File: src/sv/olsr_dff_pkg.sv
// ----------------------------------------------------------------------------
// OLSR duplicate filter package
// Shared constants, command and status codes, and the transaction types of the
// duplicate filter and forwarder.
// ----------------------------------------------------------------------------
package olsr_dff_pkg;

  localparam int unsigned DUP_DEPTH = 16;
  localparam int unsigned SEL_DEPTH = 16;
  localparam logic [15:0] HOLD_DEFAULT = 16'd30000;

  localparam int unsigned APB_AW = 3;
  localparam int unsigned APB_DW = 32;
  localparam int unsigned REG_IDX_W = APB_AW - 2;
  localparam logic [REG_IDX_W-1:0] REG_HOLD_TICKS = '0;

  typedef enum logic [1:0] {
    CMD_MESSAGE    = 2'd0,
    CMD_TICK       = 2'd1,
    CMD_SEL_ADD    = 2'd2,
    CMD_SEL_REMOVE = 2'd3
  } cmd_e;

  typedef enum logic [2:0] {
    ST_FORWARDED    = 3'd0,
    ST_DUPLICATE    = 3'd1,
    ST_NOT_SELECTOR = 3'd2,
    ST_TTL_EXPIRED  = 3'd3,
    ST_DONE         = 3'd4,
    ST_SEL_FULL     = 3'd5
  } status_e;

  typedef struct packed {
    cmd_e        cmd;
    logic [31:0] originator;
    logic [15:0] sequence_req;
    logic [31:0] sender;
    logic [7:0]  time_to_live;
    logic [7:0]  hop_count;
  } req_t;

  typedef struct packed {
    status_e     status;
    logic        forward;
    logic [7:0]  new_ttl;
    logic [7:0]  new_hop_count;
    logic        dup_full;
  } rsp_t;

  typedef struct packed {
    logic hit;
    logic sent;
    logic full;
  } dup_look_t;

  typedef struct packed {
    logic hit;
    logic full;
  } sel_look_t;

endpackage

File: src/sv/olsr_duplicate_filter_forwarder.sv
// ----------------------------------------------------------------------------
// OLSR duplicate filter and forwarder
// Default forwarding decision for OLSR message headers, with a duplicate set,
// an MPR selector set and tick-driven expiry of duplicate entries.
// ----------------------------------------------------------------------------
//  Channel   Direction  Handshake                  Payload
//  req       in         req_valid_i / req_ready_o  req_i (olsr_dff_pkg::req_t)
//  rsp       out        rsp_valid_o / rsp_ready_i  rsp_o (olsr_dff_pkg::rsp_t)
//  apb       in/out     psel, penable, pready      paddr, pwdata, prdata
//
// One transaction per cycle is accepted and answered while rsp is not stalled;
// each passes through the input register and then the result register to rsp.
// Both set searches and all state updates happen in the cycle an item moves
// from the input register to the result register.
// Reset clears both sets at once and restores the default hold time.
// A stalled rsp holds the result register, and req_ready_o drops only when
// both registers are occupied.
// ----------------------------------------------------------------------------
module olsr_duplicate_filter_forwarder (
  input  logic                            clk_i,
  input  logic                            rst_ni,
  input  logic                            req_valid_i,
  output logic                            req_ready_o,
  input  olsr_dff_pkg::req_t              req_i,
  output logic                            rsp_valid_o,
  input  logic                            rsp_ready_i,
  output olsr_dff_pkg::rsp_t              rsp_o,
  input  logic                            psel,
  input  logic                            penable,
  input  logic                            pwrite,
  input  logic [olsr_dff_pkg::APB_AW-1:0] paddr,
  input  logic [olsr_dff_pkg::APB_DW-1:0] pwdata,
  output logic [olsr_dff_pkg::APB_DW-1:0] prdata,
  output logic                            pready
);
  import olsr_dff_pkg::*;

  req_t        req_q;
  logic        req_vld_q;
  rsp_t        rsp_q, rsp_d;
  logic        rsp_vld_q;
  logic        move;
  logic [15:0] hold_ticks;
  dup_look_t   dup_look;
  sel_look_t   sel_look;
  logic [7:0]  nttl, nhop;
  logic        fwd;

  assign move        = req_vld_q && (!rsp_vld_q || rsp_ready_i);
  assign req_ready_o = !req_vld_q || move;

  always_ff @(posedge clk_i or negedge rst_ni) begin
    if (!rst_ni) begin
      req_vld_q <= 1'b0;
      rsp_vld_q <= 1'b0;
    end else begin
      if (req_ready_o) begin
        req_vld_q <= req_valid_i;
      end
      if (move) begin
        rsp_vld_q <= 1'b1;
      end else if (rsp_ready_i) begin
        rsp_vld_q <= 1'b0;
      end
    end
  end

  always_ff @(posedge clk_i) begin
    if (req_ready_o && req_valid_i) begin
      req_q <= req_i;
    end
    if (move) begin
      rsp_q <= rsp_d;
    end
  end

  olsr_dff_apb_regs u_regs (
    .clk_i        (clk_i),
    .rst_ni       (rst_ni),
    .psel         (psel),
    .penable      (penable),
    .pwrite       (pwrite),
    .paddr        (paddr),
    .pwdata       (pwdata),
    .prdata       (prdata),
    .pready       (pready),
    .hold_ticks_o (hold_ticks)
  );

  olsr_dff_dup_set u_dup (
    .clk_i        (clk_i),
    .rst_ni       (rst_ni),
    .fire_i       (move),
    .req_i        (req_q),
    .hold_ticks_i (hold_ticks),
    .mark_i       (fwd),
    .look_o       (dup_look)
  );

  olsr_dff_sel_set u_sel (
    .clk_i  (clk_i),
    .rst_ni (rst_ni),
    .fire_i (move),
    .req_i  (req_q),
    .look_o (sel_look)
  );

  assign nttl = req_q.time_to_live - 8'd1;
  assign nhop = req_q.hop_count + 8'd1;
  assign fwd  = (req_q.cmd == CMD_MESSAGE) && !(dup_look.hit && dup_look.sent) &&
                sel_look.hit && (nttl != 8'd0);

  always_comb begin
    rsp_d = '{status: ST_DONE, forward: 1'b0, new_ttl: 8'd0, new_hop_count: 8'd0,
              dup_full: 1'b0};
    case (req_q.cmd)
      CMD_MESSAGE: begin
        if (dup_look.hit && dup_look.sent) begin
          rsp_d.status = ST_DUPLICATE;
        end else begin
          rsp_d.dup_full = dup_look.full;
          if (!sel_look.hit) begin
            rsp_d.status = ST_NOT_SELECTOR;
          end else begin
            rsp_d.new_ttl       = nttl;
            rsp_d.new_hop_count = nhop;
            rsp_d.status        = fwd ? ST_FORWARDED : ST_TTL_EXPIRED;
            rsp_d.forward       = fwd;
          end
        end
      end
      CMD_SEL_ADD: begin
        rsp_d.status = sel_look.full ? ST_SEL_FULL : ST_DONE;
      end
      default: begin
        rsp_d.status = ST_DONE;
      end
    endcase
  end

  assign rsp_valid_o = rsp_vld_q;
  assign rsp_o       = rsp_q;

endmodule

File: src/sv/olsr_dff_apb_regs.sv
// ----------------------------------------------------------------------------
// OLSR duplicate filter configuration registers
// APB-style register file holding the hold time of duplicate entries.
// ----------------------------------------------------------------------------
module olsr_dff_apb_regs (
  input  logic                              clk_i,
  input  logic                              rst_ni,
  input  logic                              psel,
  input  logic                              penable,
  input  logic                              pwrite,
  input  logic [olsr_dff_pkg::APB_AW-1:0]   paddr,
  input  logic [olsr_dff_pkg::APB_DW-1:0]   pwdata,
  output logic [olsr_dff_pkg::APB_DW-1:0]   prdata,
  output logic                              pready,
  output logic [15:0]                       hold_ticks_o
);
  import olsr_dff_pkg::*;

  logic [15:0] hold_ticks_q;
  logic        hold_sel;

  assign hold_sel = (paddr[APB_AW-1:2] == REG_HOLD_TICKS);
  assign pready   = 1'b1;

  always_ff @(posedge clk_i or negedge rst_ni) begin
    if (!rst_ni) begin
      hold_ticks_q <= HOLD_DEFAULT;
    end else if (psel && penable && pwrite && pready && hold_sel) begin
      hold_ticks_q <= pwdata[15:0];
    end
  end

  assign prdata       = hold_sel ? {{(APB_DW-16){1'b0}}, hold_ticks_q} : '0;
  assign hold_ticks_o = hold_ticks_q;

endmodule

File: src/sv/olsr_dff_dup_set.sv
// ----------------------------------------------------------------------------
// OLSR duplicate set
// Duplicate tuples with hold timers, searched by parallel compare, filled in
// the lowest free slot and aged by tick transactions.
// ----------------------------------------------------------------------------
module olsr_dff_dup_set (
  input  logic                    clk_i,
  input  logic                    rst_ni,
  input  logic                    fire_i,
  input  olsr_dff_pkg::req_t      req_i,
  input  logic [15:0]             hold_ticks_i,
  input  logic                    mark_i,
  output olsr_dff_pkg::dup_look_t look_o
);
  import olsr_dff_pkg::*;

  logic [DUP_DEPTH-1:0] valid_q, valid_d;
  logic [DUP_DEPTH-1:0] sent_q, sent_d;
  logic [DUP_DEPTH-1:0] match, free_oh, slot_oh;
  logic [15:0]          remain_q [DUP_DEPTH];
  logic [15:0]          remain_d [DUP_DEPTH];
  logic [31:0]          origin_q [DUP_DEPTH];
  logic [15:0]          seq_q    [DUP_DEPTH];
  logic                 is_msg, is_tick, ins;

  assign is_msg  = (req_i.cmd == CMD_MESSAGE);
  assign is_tick = (req_i.cmd == CMD_TICK);

  always_comb begin
    for (int i = 0; i < DUP_DEPTH; i++) begin
      match[i] = valid_q[i] && (origin_q[i] == req_i.originator) &&
                 (seq_q[i] == req_i.sequence_req);
    end
  end

  assign free_oh     = ~valid_q & (valid_q + DUP_DEPTH'(1));
  assign look_o.hit  = |match;
  assign look_o.sent = |(match & sent_q);
  assign look_o.full = !look_o.hit && (&valid_q);
  assign ins         = fire_i && is_msg && !look_o.hit && !(&valid_q);
  assign slot_oh     = look_o.hit ? match : free_oh;

  always_comb begin
    valid_d  = valid_q;
    sent_d   = sent_q;
    remain_d = remain_q;
    if (ins) begin
      valid_d = valid_q | free_oh;
      sent_d  = sent_q & ~free_oh;
      for (int i = 0; i < DUP_DEPTH; i++) begin
        if (free_oh[i]) begin
          remain_d[i] = hold_ticks_i;
        end
      end
    end
    if (fire_i && is_msg && mark_i) begin
      sent_d = sent_d | slot_oh;
    end
    if (fire_i && is_tick) begin
      for (int i = 0; i < DUP_DEPTH; i++) begin
        if (valid_q[i]) begin
          if (remain_q[i] <= 16'd1) begin
            valid_d[i]  = 1'b0;
            sent_d[i]   = 1'b0;
            remain_d[i] = '0;
          end else begin
            remain_d[i] = remain_q[i] - 16'd1;
          end
        end
      end
    end
  end

  always_ff @(posedge clk_i or negedge rst_ni) begin
    if (!rst_ni) begin
      valid_q <= '0;
      sent_q  <= '0;
      for (int i = 0; i < DUP_DEPTH; i++) begin
        remain_q[i] <= '0;
      end
    end else begin
      valid_q  <= valid_d;
      sent_q   <= sent_d;
      remain_q <= remain_d;
    end
  end

  always_ff @(posedge clk_i) begin
    for (int i = 0; i < DUP_DEPTH; i++) begin
      if (ins && free_oh[i]) begin
        origin_q[i] <= req_i.originator;
        seq_q[i]    <= req_i.sequence_req;
      end
    end
  end

endmodule

File: src/sv/olsr_dff_sel_set.sv
// ----------------------------------------------------------------------------
// OLSR MPR selector set
// Selector addresses searched by parallel compare, added in the lowest free
// slot and removed on every matching entry.
// ----------------------------------------------------------------------------
module olsr_dff_sel_set (
  input  logic                    clk_i,
  input  logic                    rst_ni,
  input  logic                    fire_i,
  input  olsr_dff_pkg::req_t      req_i,
  output olsr_dff_pkg::sel_look_t look_o
);
  import olsr_dff_pkg::*;

  logic [SEL_DEPTH-1:0] valid_q, valid_d;
  logic [SEL_DEPTH-1:0] match, free_oh;
  logic [31:0]          addr_q [SEL_DEPTH];
  logic                 ins;

  always_comb begin
    for (int i = 0; i < SEL_DEPTH; i++) begin
      match[i] = valid_q[i] && (addr_q[i] == req_i.sender);
    end
  end

  assign free_oh     = ~valid_q & (valid_q + SEL_DEPTH'(1));
  assign look_o.hit  = |match;
  assign look_o.full = !look_o.hit && (&valid_q);
  assign ins = fire_i && (req_i.cmd == CMD_SEL_ADD) && !look_o.hit && !(&valid_q);

  always_comb begin
    valid_d = valid_q;
    if (ins) begin
      valid_d = valid_q | free_oh;
    end
    if (fire_i && (req_i.cmd == CMD_SEL_REMOVE)) begin
      valid_d = valid_q & ~match;
    end
  end

  always_ff @(posedge clk_i or negedge rst_ni) begin
    if (!rst_ni) begin
      valid_q <= '0;
    end else begin
      valid_q <= valid_d;
    end
  end

  always_ff @(posedge clk_i) begin
    for (int i = 0; i < SEL_DEPTH; i++) begin
      if (ins && free_oh[i]) begin
        addr_q[i] <= req_i.sender;
      end
    end
  end

endmodule

File: config.mk
export PLATFORM = sky130hd
export DESIGN_NAME = olsr_duplicate_filter_forwarder
export DESIGN_NICKNAME = d
export VERILOG_FILES = /design/src/sv/olsr_dff_pkg.sv /design/src/sv/olsr_duplicate_filter_forwarder.sv /design/src/sv/olsr_dff_apb_regs.sv /design/src/sv/olsr_dff_dup_set.sv /design/src/sv/olsr_dff_sel_set.sv
export SDC_FILE = /design/constraint.sdc
export NUM_CORES = 2
export LEC_CHECK = 0
export BUFFER_PORTS_ARGS = -buffer_cell sky130_fd_sc_hd__buf_2
export CAP_MARGIN = 20
export CELL_PAD_IN_SITES_DETAIL_PLACEMENT = 1
export CELL_PAD_IN_SITES_GLOBAL_PLACEMENT = 1
export CORE_ASPECT_RATIO = 1.5
export CORE_MARGIN = 1.5
export CORE_UTILIZATION = 40
export CTS_CLUSTER_SIZE = 8
export DETAILED_ROUTE_END_ITERATION = 10
export HOLD_SLACK_MARGIN = 0.1
export MAX_ROUTING_LAYER = met4
export PLACE_DENSITY = 0.7
export SYNTH_ARGS = -nofsm -noshare
export SYNTH_HDL_FRONTEND = slang
export SYNTH_SLANG_ARGS = --single-unit
File: constraint.sdc
create_clock -name clk_i -period 7.6 [get_ports clk_i]
set_input_delay 0.38 -clock clk_i [delete_from_list [all_inputs] [get_ports clk_i]]
set_output_delay 0.38 -clock clk_i [all_outputs]
set_load 0.05 [all_outputs]
==> summary.json <==
{
  "first_global_vias": 60200,
  "initial_antenna_violation_count": 12,
  "die-height_um": 554,
  "criticalPathCategory": "reg2reg",
  "rr_worst_depth": 11,
  "pin_count_of_the_biggest_net_entering_global_routing": 159,
  "vias_per_cell": 5.85,
  "cts_setup_buffers": 0,
  "ff_latch_area_sq_um": 50100,
  "max_h_tree_level": 4,
  "min_period_ps": 5760,
  "p_per_area_nw_per_um2": 265,
  "grt_setup_unrepaired": "no",
  "fin_util_pct": 46.3,
  "clock_sink_count": 1721,
  "ys_types": 94,
  "crit_fanout": 29,
  "worst_setup_path_startpoint": "req_q[60]",
  "dp_hpwl_um": 180000,
  "sequentialPowerShare_pct": 46.0,
  "design.core.area_sq_um": 202000,
  "num-fill-cells": 20500,
  "groute.layer.met3.usage_pct": 3.14,
  "yosysMostFrequentCell": "sky130_fd_sc_hd__edfxtp_1",
  "slew_headroom_pct": 19.6,
  "final_hold_viol_count": 0,
  "antenna_left": 0,
  "global_route.usage.met1_pct": 29.2,
  "worst_pin_slew_ps": 1200,
  "clock_path_buffers": 4,
  "clk_pin_slew_worst_paths_ps": 50,
  "worst_ir_drop_vdd_v": 0.000264,
  "syn_avg_cell_area_sq_um": 12.7,
  "clk_root_buffer_cell": "sky130_fd_sc_hd__clkbuf_16",
  "drtPass1Iterations": 7,
  "final_net_count": 6968,
  "routed_wire_length_per_instance_um": 28.9,
  "synth_top_area_cell": "sky130_fd_sc_hd__edfxtp_1",
  "ys_dominant_reg_cell": "sky130_fd_sc_hd__edfxtp_1",
  "worst_r2r_startpoint": "req_q[60]",
  "setup-tns-final_ps": 0,
  "max_cap_violations": 0,
  "gp_congestion": 0.948,
  "initial_util_pct": 40.2,
  "outcome": "finished clean",
  "totalWireLength_um": 276000,
  "yosysTopAreaCellShare_pct": 51.9,
  "drive_gt1_share_pct": 10.8,
  "die_w_um": 370,
  "crit_path_start_kind": "register",
  "timing.reg2reg.setup_slack_ps": 1840,
  "synth_top_cells_by_count": "sky130_fd_sc_hd__edfxtp_1 (1399), sky130_fd_sc_hd__xnor2_1 (1105), sky130_fd_sc_hd__nand4_1 (440)",
  "crit_path_end_kind": "register",
  "maxClockFrequency_ghz": 0.174,
  "worst_r2r_endpoint": "u_dup.seq_q[1][89]",
  "yosysWarningCount": 0,
  "power_report.internal_total_w": 0.0178,
  "yosys_register_bits": 1721,
  "setup_violators_final": 0,
  "netSwitchingFraction_pct": 28.1,
  "num_cts_buffers": 241,
  "p_total_w": 0.0248,
  "non_filler_cell_area_final_sq_um": 93400,
  "worstPathRequired_ps": 8090,
  "combinationalPowerShare_pct": 14.6,
  "grt_peak_use_layer": "met2",
  "drt_first_iter_violations": 4203,
  "ios": 196,
  "netlist_top_cells_area": "sky130_fd_sc_hd__edfxtp_1 (52%), sky130_fd_sc_hd__xnor2_1 (12%), sky130_fd_sc_hd__dfrtp_1 (9.7%)",
  "drc": 0,
  "share_clk_of_total_power_pct": 39.5,
  "global_route.usage.met2_pct": 48.5,
  "fin_skew_ps": 110,
  "footprint_of_the_multi_input_gates_sq_um": 29000,
  "synthesis.instances": 6361,
  "report.final.slew_viol_count": 0,
  "post_dp_cell_area_sq_um": 85500,
  "netlist_area_sq_um": 81000,
  "insertion_delay_ps": 920,
  "grt_first_pass_wirelength_um": 402000,
  "num_rows": 202,
  "post-place-cells": 9080,
  "cts_tree": "yes",
  "via_count": 56000,
  "synth_edf_count": 1399,
  "worst_hold_path_type": "in2async",
  "post-route-period-util_pct": 75.8,
  "post_synthesis_async_set_or_reset_flop_share_pct": 18.7,
  "dieArea_sq_um": 205000,
  "layoutNonFillerInstCount": 9565,
  "grt_util_all_layers_pct": 27.3,
  "yosysSeqAreaShare_pct": 61.8,
  "grt-ovfl-total": 0,
  "arr_time_crit_path_ps": 6250,
  "total_switching_power_w": 0.00695,
  "io_buffer_count": 160,
  "power_leakage_nw": 31.4,
  "layout-area-overhead-vs-synth_pct": 15.2
}
[metal layers]
layer | share of wire (%) | vias to the layer above
li1 | - | 24500
met4 | 6.4 | 0
met3 | 4.3 | 671
met2 | 53 | 1687
met1 | 37 | 29100
met5 | 0 | -
[area by class of cell]
type	count	area share [%]
well taps	2652	3.55
diodes	7	0.0188
clock buffers	350	6.97
repair buffers	487	4.07
clock inverters	6	0.106
flip-flops and latches	1721	53.6
multi-input cells	4192	31.0
inverters	150	0.603
[placed cells by master, fill, tap and decap left out, types with 36 or more instances in the layout]
cell type and count:
sky130_fd_sc_hd__nand2b_1 257, sky130_fd_sc_hd__nand3_1 173, sky130_fd_sc_hd__o22ai_1 56, sky130_fd_sc_hd__or3_1 57, sky130_fd_sc_hd__nor3_1 152, sky130_fd_sc_hd__xor2_1 133, sky130_fd_sc_hd__xnor2_1 1105, sky130_fd_sc_hd__dlygate4sd3_1 118
sky130_fd_sc_hd__a221o_1 98, sky130_fd_sc_hd__nand2_1 288, sky130_fd_sc_hd__dfrtp_1 315, sky130_fd_sc_hd__edfxtp_1 1399, sky130_fd_sc_hd__clkbuf_16 244, sky130_fd_sc_hd__buf_2 161, sky130_fd_sc_hd__o21ai_0 125, sky130_fd_sc_hd__a21oi_1 125
sky130_fd_sc_hd__o2111ai_1 38, sky130_fd_sc_hd__inv_1 141, sky130_fd_sc_hd__clkbuf_1 106, sky130_fd_sc_hd__nand4_1 440, sky130_fd_sc_hd__buf_4 189, sky130_fd_sc_hd__nor2_1 313, sky130_fd_sc_hd__and3_1 36, sky130_fd_sc_hd__nor4_1 164
sky130_fd_sc_hd__a31oi_1 40
[cells by family (layout without fill, tap and decap cells)]
logic type | Yosys count | after routing | synth area share [%]
other | 2 | 24 | 0.00927
AOI/OAI and AO/OA | 707 | 707 | 6.27
DFF | 1721 | 1721 | 61.8
adders and majority gates | 35 | 35 | 0.541
muxes | 49 | 49 | 0.633
xor gates and xnor gates | 1238 | 1238 | 13.4
buffers and inverters | 463 | 993 | 2.72
and+or+nand+nor | 2146 | 2146 | 14.6
[sequential cells by signal (all words and copies together) (netlist names)]
name	flops
req_vld_q	1
u_sel.addr_q	512
rsp_o	21
req_q	98
rsp_valid_o	1
u_dup.sent_q	16
u_dup.valid_q	16
u_regs.hold_ticks_o	16
u_sel.valid_q	16
u_dup.seq_q	256
u_dup.origin_q	512
u_dup.remain_q	256
[metrics by stage]
step           setup slack [ps]  hold slack, ps
6_report                   1840             208
5_1_grt                    1700             214
4_1_cts                    1910             162
3_5_place_dp               1930             463
3_3_place_gp               1920             461
2_1_floorplan               889            84.4
[what timing repair did]
action | CTS | global route
resized for setup | 0 | 0
hold buffers | 118 | 0
hold endpoints to repair | 226 | 0
[worst max-delay path: stages (launching register included)]
cell and delay (ps):
sky130_fd_sc_hd__edfxtp_1 880, sky130_fd_sc_hd__buf_4 550, sky130_fd_sc_hd__xnor2_1 190, sky130_fd_sc_hd__nand4_1 120
sky130_fd_sc_hd__nor4b_1 70, sky130_fd_sc_hd__nand4_1 320, sky130_fd_sc_hd__o2111ai_1 260, sky130_fd_sc_hd__nor4_2 180
sky130_fd_sc_hd__buf_4 450, sky130_fd_sc_hd__nand4_1 930, sky130_fd_sc_hd__inv_2 840, sky130_fd_sc_hd__buf_4 440
[power groups by stage]
| stage | registers, W | logic (W) | clock network (W) |
|---|---|---|---|
| 2_1_floorplan | 0.0113 | 0.00232 | 0 |
| 3_3_place_gp | 0.0115 | 0.00340 | 0 |
| 3_5_place_dp | 0.0115 | 0.00352 | 0 |
| 4_1_cts | 0.0114 | 0.00360 | 0.00993 |
| 5_1_grt | 0.0114 | 0.00388 | 0.0102 |
| 6_report | 0.0114 | 0.00360 | 0.00977 |
[worst max-delay path by stage]
stage          depth (start not counted)  slack [ps]                endpoint
2_1_floorplan                         12         890    u_sel.addr_q[1][160]
3_3_place_gp                          11        1920  u_dup.origin_q[1][175]
3_5_place_dp                          12        1930      u_dup.remain_q[67]
4_1_cts                               11        1910      u_dup.seq_q[1][83]
5_1_grt                                9        1700  u_dup.origin_q[0][199]
6_report                              11        1840      u_dup.seq_q[1][89]
No activity file was read; power rests on OpenSTA's default activity.
